===== src/design/hash_match_run_detector_macros.svh =====
// assertion macros for the hash match run detector
`ifndef HASH_MATCH_RUN_DETECTOR_MACROS_SVH
`define HASH_MATCH_RUN_DETECTOR_MACROS_SVH

`ifndef SYNTH
`define HMRD_ASSERT_NOW(label, clk, rst, ante, cons, msg) \
  label: assert property (@(posedge clk) disable iff (rst) (ante) |-> (cons)) else $error(msg);
`define HMRD_ASSERT_NEXT(label, clk, rst, ante, cons, msg) \
  label: assert property (@(posedge clk) disable iff (rst) (ante) |=> (cons)) else $error(msg);
`else
`define HMRD_ASSERT_NOW(label, clk, rst, ante, cons, msg)
`define HMRD_ASSERT_NEXT(label, clk, rst, ante, cons, msg)
`endif

`endif


===== src/design/hmrd_pkg.sv =====
package hmrd_pkg;

  localparam int MAX_ASSET_FRAMES_DEF = 1024;
  localparam int WINDOW_DEF           = 16;
  localparam int HASH_BITS_DEF        = 64;

  localparam int HASH_W   = 64;
  localparam int INDEX_W  = 10;
  localparam int DIST_W   = 7;
  localparam int FRAME_W  = 24;
  localparam int RUN_W    = 12;
  localparam int CFG_W    = 21;
  localparam int CFG_IDX_W = 2;

  localparam int ASSET_CNT_W = 11;
  localparam int MAX_DSUM_W  = 11;
  localparam int MAX_SPR_W   = 21;
  localparam int MIN_RUN_W   = 12;

  localparam logic [FRAME_W-1:0] FRAME_MAX = '1;
  localparam logic [RUN_W-1:0]   RUN_MAX   = '1;

  localparam logic [1:0] ACT_LOAD    = 2'd0;
  localparam logic [1:0] ACT_COMPARE = 2'd1;
  localparam logic [1:0] ACT_RESTART = 2'd2;

  localparam logic [CFG_IDX_W-1:0] REG_ASSET_COUNT = 2'd0;
  localparam logic [CFG_IDX_W-1:0] REG_MAX_DSUM    = 2'd1;
  localparam logic [CFG_IDX_W-1:0] REG_MAX_SPREAD  = 2'd2;
  localparam logic [CFG_IDX_W-1:0] REG_MIN_RUN     = 2'd3;

  localparam logic [ASSET_CNT_W-1:0] ASSET_COUNT_RST = 11'd1;
  localparam logic [MAX_DSUM_W-1:0]  MAX_DSUM_RST    = 11'd116;
  localparam logic [MAX_SPR_W-1:0]   MAX_SPREAD_RST  = 21'd5139;
  localparam logic [MIN_RUN_W-1:0]   MIN_RUN_RST     = 12'd30;

  typedef enum logic [2:0] {
    ST_IDLE,
    ST_SCAN,
    ST_TAIL,
    ST_ACC,
    ST_MUL,
    ST_JUDGE
  } ctrl_state_t;

  typedef struct packed {
    logic load;
    logic clear;
    logic start;
    logic read;
    logic acc;
    logic mul;
    logic judge;
  } ctrl_cmd_t;

  typedef struct packed {
    logic scan_more;
    logic pipe_empty;
    logic out_busy;
  } dp_status_t;

endpackage


===== src/design/hmrd_ctrl.sv =====
module hmrd_ctrl import hmrd_pkg::*; (
  input  logic       clk,
  input  logic       rst,
  input  logic       in_valid,
  input  logic [1:0] action,
  input  dp_status_t status,
  output logic       in_stall,
  output ctrl_cmd_t  cmd
);

  ctrl_state_t state;
  ctrl_state_t state_next;

  always_ff @(posedge clk) begin
    if (rst) begin
      state <= ST_IDLE;
    end else begin
      state <= state_next;
    end
  end

  always_comb begin
    state_next = state;
    cmd        = '0;
    in_stall   = 1'b1;
    case (state)
      ST_IDLE: begin
        in_stall = 1'b0;
        if (in_valid) begin
          case (action)
            ACT_LOAD: begin
              cmd.load = 1'b1;
            end
            ACT_RESTART: begin
              cmd.clear = 1'b1;
            end
            ACT_COMPARE: begin
              cmd.start  = 1'b1;
              state_next = ST_SCAN;
            end
            default: begin
            end
          endcase
        end
      end
      ST_SCAN: begin
        if (status.scan_more) begin
          cmd.read = 1'b1;
        end else begin
          state_next = ST_TAIL;
        end
      end
      ST_TAIL: begin
        if (status.pipe_empty) begin
          state_next = ST_ACC;
        end
      end
      ST_ACC: begin
        cmd.acc    = 1'b1;
        state_next = ST_MUL;
      end
      ST_MUL: begin
        cmd.mul    = 1'b1;
        state_next = ST_JUDGE;
      end
      ST_JUDGE: begin
        if (!status.out_busy) begin
          cmd.judge  = 1'b1;
          state_next = ST_IDLE;
        end
      end
      default: begin
        state_next = ST_IDLE;
      end
    endcase
  end

endmodule


===== config.mk =====
export PLATFORM = sky130hd
export DESIGN_NAME = hmrd_ctrl
export DESIGN_NICKNAME = d
export VERILOG_FILES = /design/src/design/hash_match_run_detector_macros.svh /design/src/design/hmrd_pkg.sv /design/src/design/hmrd_ctrl.sv
export SDC_FILE = /design/constraint.sdc
export NUM_CORES = 1
export LEC_CHECK = 0
export ABC_AREA = 1
export BUFFER_PORTS_ARGS = -buffer_cell sky130_fd_sc_hd__buf_2
export CAP_MARGIN = 30
export CORE_AREA = 2 2 39 41
export CTS_CLUSTER_SIZE = 8
export DETAILED_ROUTE_END_ITERATION = 7
export DIE_AREA = 0 0 41 43
export PLACE_DENSITY = 0.5
export SLEW_MARGIN = 20
export SYNTH_ARGS = -nofsm -noshare
export SYNTH_HDL_FRONTEND = slang
export SYNTH_SLANG_ARGS = --single-unit
export TNS_END_PERCENT = 20

===== constraint.sdc =====
create_clock -name clk -period 0.9 [get_ports clk]
set_input_delay 0.09 -clock clk [delete_from_list [all_inputs] [get_ports clk]]
set_output_delay 0.09 -clock clk [all_outputs]
set_load 0.02 [all_outputs]

==> results of run 1 <==
-- repair_timing --
item,CTS,global route
pin swaps,1,0
gates resized for setup,13,3
buffers inserted,2,0
setup endpoints to repair,11,11
-- worst max-delay path by stage --
| stage | slack (ns) | startpoint | end | depth (start not counted) |
|---|---|---|---|---|
| global route | -0.34 | state[1] | cmd[0] | 5 |
| finish | -0.28 | state[1] | cmd[0] | 5 |
| floorplan | -0.13 | state[2] | state[0] | 8 |
| CTS | -0.28 | state[1] | cmd[1] | 5 |
| global placement | -0.15 | state[1] | state[1] | 7 |
| detailed placement | -0.14 | state[1] | state[0] | 7 |
-- power by group --
part / switching, mW / internal [mW]
combinational: 0.622 / 0.495
clock: 0.0713 / 0.166
sequential: 0.0858 / 0.206
-- routing by layer --
layer	track usage [%]	wire length, um	vias up
li1	-	-	209
met1	13.8	368	160
met2	15.0	368	11
met3	4.71	37	0
met4	4.00	0	0
met5	0	0	-
-- layout make-up --
class / instances / area [um^2]
Clock buffer: 4 / 26.3
Fill cell: 155 / 823
Inverter: 10 / 42.5
Multi-Input combinational cell: 37 / 231
Sequential cell: 3 / 68.8
Tap cell: 16 / 20.0
Timing Repair Buffer: 23 / 171
-- cells by family (layout without fill, tap and decap cells) --
logic type / Yosys count / after routing / share of synthesized area, %
flip-flops: 3 / 3 / 22.6
AND/OR/NAND/NOR: 35 / 35 / 59.0
buffers and inverters: 10 / 37 / 14.2
AO/OA/AOI/OAI: 2 / 2 / 4.24
-- synthesized netlist by cell type --
library cell / count
nand2_1: 11
nor2_1: 10
inv_1: 8
nand3_1: 5
nor2_2: 4
dfxtp_1: 3
nor3_1: 3
inv_2: 2
a31oi_1: 1
nand2_2: 1
nand4_1: 1
o21ai_0: 1
-- per-stage QoR --
stage	power [mW]	util, %	TNS [ns]	cells	hold slack, ns
after floorplan	0.953	-	-0.453	50	0.150
after global placement	1.27	34.0	-0.844	87	0.260
after detailed placement	1.26	34.0	-0.756	87	0.261
after CTS	1.65	39.6	-2.52	93	0.0145
after global routing	1.80	40.5	-3.02	93	0.0307
final	1.65	40.5	-2.37	93	0.0201
==> impl_metrics.json, run 1 <==
{
  "routedWlPerCell_um": 8.32,
  "crit_family": "buffers and inverters",
  "num_vias": 380,
  "largest_register": "state",
  "clkTransAtPathRegs_ns": 0.03,
  "clock_sinks": 3,
  "mostFrequentLayoutCells": "buf_4, nand2_1, nor2_1, buf_2, inv_1",
  "layout-drive-gt1-share_pct": 57.1,
  "diodes": 0,
  "maxCapViolCount": 0,
  "place_ws_ns": -0.143,
  "final_common_cell": "buf_4",
  "worstSkewPairLatency_ns": 0.23,
  "grt_pass1_vias": 330,
  "clock_skew_ns": 0.00233,
  "dieHeight_um": 43,
  "seq_area_frac_synth_pct": 22.6,
  "final_antenna_net_count": 0,
  "drt_iter0_drc": 9,
  "syn_nets": 58,
  "holdPathEnd": "state[2]",
  "cp_max_fo": 3,
  "p_leak_nw": 0.291,
  "dieArea_um2": 1760,
  "synth_top_cell_area_share_pct": 22.6,
  "startpoint_type": "flip-flop",
  "grt_max_degree": 6,
  "slew_headroom_pct": 86.7,
  "fmax_mhz": 850,
  "gr-total-overflow": 0,
  "crit_type": "reg2out",
  "largestRegisters": "state (3)",
  "worst_hold_path_type": "in2reg",
  "antenna_found_initial": 0,
  "viasPerCell": 4.09,
  "max_stage_delay_ns": 0.33,
  "finalNetCount": 86,
  "port_buffers": 15,
  "crit_chain": "inv_2 > nand2_2 > buf_4 > nor3_4 > buf_6",
  "grt_pass1_wl_mm": 1.28,
  "power_density_nw_per_um2": 2940,
  "cts.path.max_buffers": 2,
  "layout_min_cycle_time_ns": 1.18,
  "worst_pin_slew_ns": 0.199,
  "htree_levels": 1,
  "outcome": "finished with violations",
  "grt.total_usage_pct": 10.6,
  "critPathBufInv": 3,
  "cts_buffers": 3,
  "cp_slowest_cell": "dfxtp_2",
  "maxSlewViolCount": 0,
  "core_area_um2": 1380,
  "largest_reg_flops": 3,
  "worst_setup_path_end_kind": "output pin",
  "rsz0062_at_grt": "true",
  "whs_path_depth": 2,
  "ctsHoldBuffers": 0,
  "crit_required_ns": 0.81,
  "cts_tree": "built",
  "hold_start": "rst",
  "placed_area_um2": 470,
  "finalHoldViolCount": 0,
  "ys_ff_latch": 3,
  "r2r_cells": 8,
  "pin_count": 16,
  "first_pass_iters": 2,
  "failed_checks": "negative setup slack",
  "cp.arrival_ns": 1.09,
  "initial_core_util_pct": 19.2,
  "dieWidth_um": 41,
  "netlist_instances": 50,
  "period_share_pct": 131,
  "syn_avg_cell_area_um2": 5.31,
  "gp_congestion": 0.695,
  "netlist_area_um2": 265,
  "rows": 14,
  "reg2reg_from": "state[0]",
  "drcViolationCount": 0,
  "cts_root_buf": "clkbuf_4",
  "rrSetupSlack_ns": -0.21,
  "drt-total-wl_um": 774,
  "fin_ws_ns": -0.277,
  "final_area_um2": 561,
  "dp_hpwl_um": 586,
  "r2r_end": "state[0]",
  "syn_to_final_growth_pct": 111,
  "peakVddDrop_mv": 1.01,
  "setup_viol": 11,
  "synth_cell_type_count": 12,
  "synth_top_area_cell": "dfxtp_1",
  "ys_warn_count": 0,
  "synthTopCellsByArea": "dfxtp_1, nand2_1, nor2_1"
}
Note: power is estimated with default switching activity, not from simulation.
==> inputs of run 2 (changes only) <==
--- a/config.mk
+++ b/config.mk
@@ -5,7 +5,7 @@
 export SDC_FILE = /design/constraint.sdc
 export NUM_CORES = 1
 export LEC_CHECK = 0
-export ABC_AREA = 1
+export ABC_AREA = 0
 export BUFFER_PORTS_ARGS = -buffer_cell sky130_fd_sc_hd__buf_2
 export CAP_MARGIN = 30
 export CORE_AREA = 2 2 39 41
==> run 2 against run 1 <==
Compared with the run above: the run still ends with negative setup slack left; wire length down 18%; area after synthesis increased by 2.4%; design area decreased by 17%; via count down 24%; sequential share of layout area rose by 1.1 points; flip-flop and latch count unchanged; largest power group is now clock; combinational power is 85% lower; non-clock buffer count decreased by 5; fmax shrank 18%; clock skew decreased by 0.0022 ns; power shrank 67%; worst hold slack improved by 0.049 ns.
==> impl_metrics.json, run 2 <==
{
  "outcome": "finished with violations",
  "failed_checks": "negative setup slack",
  "grt.total_usage_pct": 9.24,
  "final_common_cell": "buf_2",
  "ys_warn_count": 0,
  "routedWlPerCell_um": 9.43,
  "startpoint_type": "flip-flop",
  "synth_top_cell_area_share_pct": 22.1,
  "fmax_mhz": 699,
  "antenna_found_initial": 0,
  "worst_setup_path_end_kind": "output pin",
  "syn_nets": 39,
  "cts_tree": "built",
  "drt-total-wl_um": 632,
  "gr-total-overflow": 0,
  "gp_congestion": 0.654,
  "final_antenna_net_count": 0,
  "largest_reg_flops": 3,
  "ys_ff_latch": 3,
  "ys_top_cells_by_count": "nor2_1, nor3b_1, dfxtp_1, nor3_1",
  "synthTopCellsByArea": "dfxtp_1, nor4b_4, nor3b_1",
  "mostFrequentLayoutCells": "buf_2, buf_4",
  "netlist_instances": 31,
  "p_leak_nw": 0.203,
  "synth-main-ff-cell": "dfxtp_1",
  "cts_buffers": 3,
  "initial_core_util_pct": 19.6,
  "setup_viol": 10,
  "grt_max_degree": 10,
  "drt_iter0_drc": 0,
  "num_vias": 290,
  "synth_top_area_cell": "dfxtp_1",
  "seq_area_frac_synth_pct": 22.1,
  "dp_hpwl_um": 512,
  "synth_cell_type_count": 16,
  "place_ws_ns": -0.321,
  "port_buffers": 15,
  "pin_count": 16,
  "cts_root_buf": "clkbuf_4",
  "finalNonFillerCells": 67,
  "worst_hold_path_type": "in2reg",
  "maxSlewViolCount": 0,
  "rows": 14,
  "layout-drive-gt1-share_pct": 66.7,
  "viasPerCell": 4.33,
  "cp_max_fo": 4,
  "cp.arrival_ns": 1.34,
  "first_pass_iters": 1,
  "final_util_pct": 33.8,
  "syn_to_final_growth_pct": 72.4,
  "dp.cells": 63,
  "dieArea_um2": 1760,
  "syn_avg_cell_area_um2": 8.76,
  "grt_pass1_vias": 294,
  "largest_register": "state",
  "period_share_pct": 159,
  "finalHoldViolCount": 0,
  "maxCapViolCount": 0,
  "power_density_nw_per_um2": 1160,
  "synth-edff-count": 0,
  "dieHeight_um": 43,
  "crit_type": "reg2out",
  "cts.path.max_buffers": 2,
  "largestRegisters": "state (3)",
  "crit_required_ns": 0.81,
  "setup_tns_ns": -3.00,
  "netlist_area_um2": 272,
  "slew_headroom_pct": 85.6,
  "clock_skew_ns": 0.000101,
  "dieWidth_um": 41,
  "drcViolationCount": 0,
  "worst_pin_slew_ns": 0.214,
  "synth-async-reset-ratio_pct": 0,
  "finalNetCount": 60,
  "grt_pass1_wl_mm": 1.10,
  "fin_ws_ns": -0.530,
  "worstSkewPairLatency_ns": 0.23,
  "rrSetupSlack_ns": -0.13,
  "layout_min_cycle_time_ns": 1.43,
  "core_area_um2": 1380,
  "rsz0062_at_grt": "true",
  "htree_levels": 1,
  "clock_sinks": 3,
  "placed_area_um2": 378,
  "peakVddDrop_mv": 0.345,
  "final_area_um2": 468,
  "diodes": 0,
  "clkTransAtPathRegs_ns": 0.04
}
run 2: cell types whose count changed after synthesis, sizes merged, moves of 2 or more:
cell   delta
buf       +2
inv       -8
mux2i     +2
nand2    -10
nand3     -5
nor2     -10
nor3b     +4
nor4b     +2
run 2: path summary, 6_finish.rpt:
check                                end     start  depth (start not counted)
worst max-delay path              cmd[5]  state[2]                          3
worst min-delay path            state[1]       rst                          2
worst max register to register  state[0]  state[2]                          4
worst min register to register  state[1]  state[2]                          2
run 2: kinds of logic after synthesis:
family,share of synthesized area (%)
simple gates,51.2
compound gates,10.6
buf+inv,8.75
flops,22.1
mux,7.37
run 2: stage by stage:
step                hold slack, ns  power (mW)
global route                0.0807       0.577
finish                      0.0691       0.542
CTS                         0.0627       0.549
global placement             0.314       0.289
floorplan                    0.167       0.238
detailed placement           0.317       0.291
run 2: where the power goes:
group	switching [mW]	internal, mW
clock	0.0651	0.166
sequential	0.00410	0.141
combinational	0.0858	0.0802
run 2: per-layer routing:
layer	routed length, um	share of wire (%)	up-vias	track usage [%]
li1	-	-	148	-
met5	0	0	-	0
met1	247	39	130	10.6
met2	328	52	12	13.8
met3	56	8.9	0	1.57
met4	0	0	0	8.00
run 2: worst max-delay path, cell delays in order, from the launching register on:
cell and delay, ns:
dfxtp_1 0.30, or3_4 0.43, nor4b_4 0.21, buf_4 0.17
run 2: what timing repair did:
item | CTS | global route
hold buffers | 0 | 0
buffers inserted | 0 | 0
gates resized for setup | 14 | 4
endpoints found under the hold margin | 0 | 0
setup endpoints to repair | 10 | 11
pin swaps | 2 | 1
run 2: layout make-up:
class | count | area, um^2
inverter | 2 | 7.51
timing repair buffer | 18 | 126
sequential | 3 | 62.6
fill | 158 | 916
tap | 16 | 20.0
multi-input combinational | 24 | 225
clock buffer | 4 | 26.3
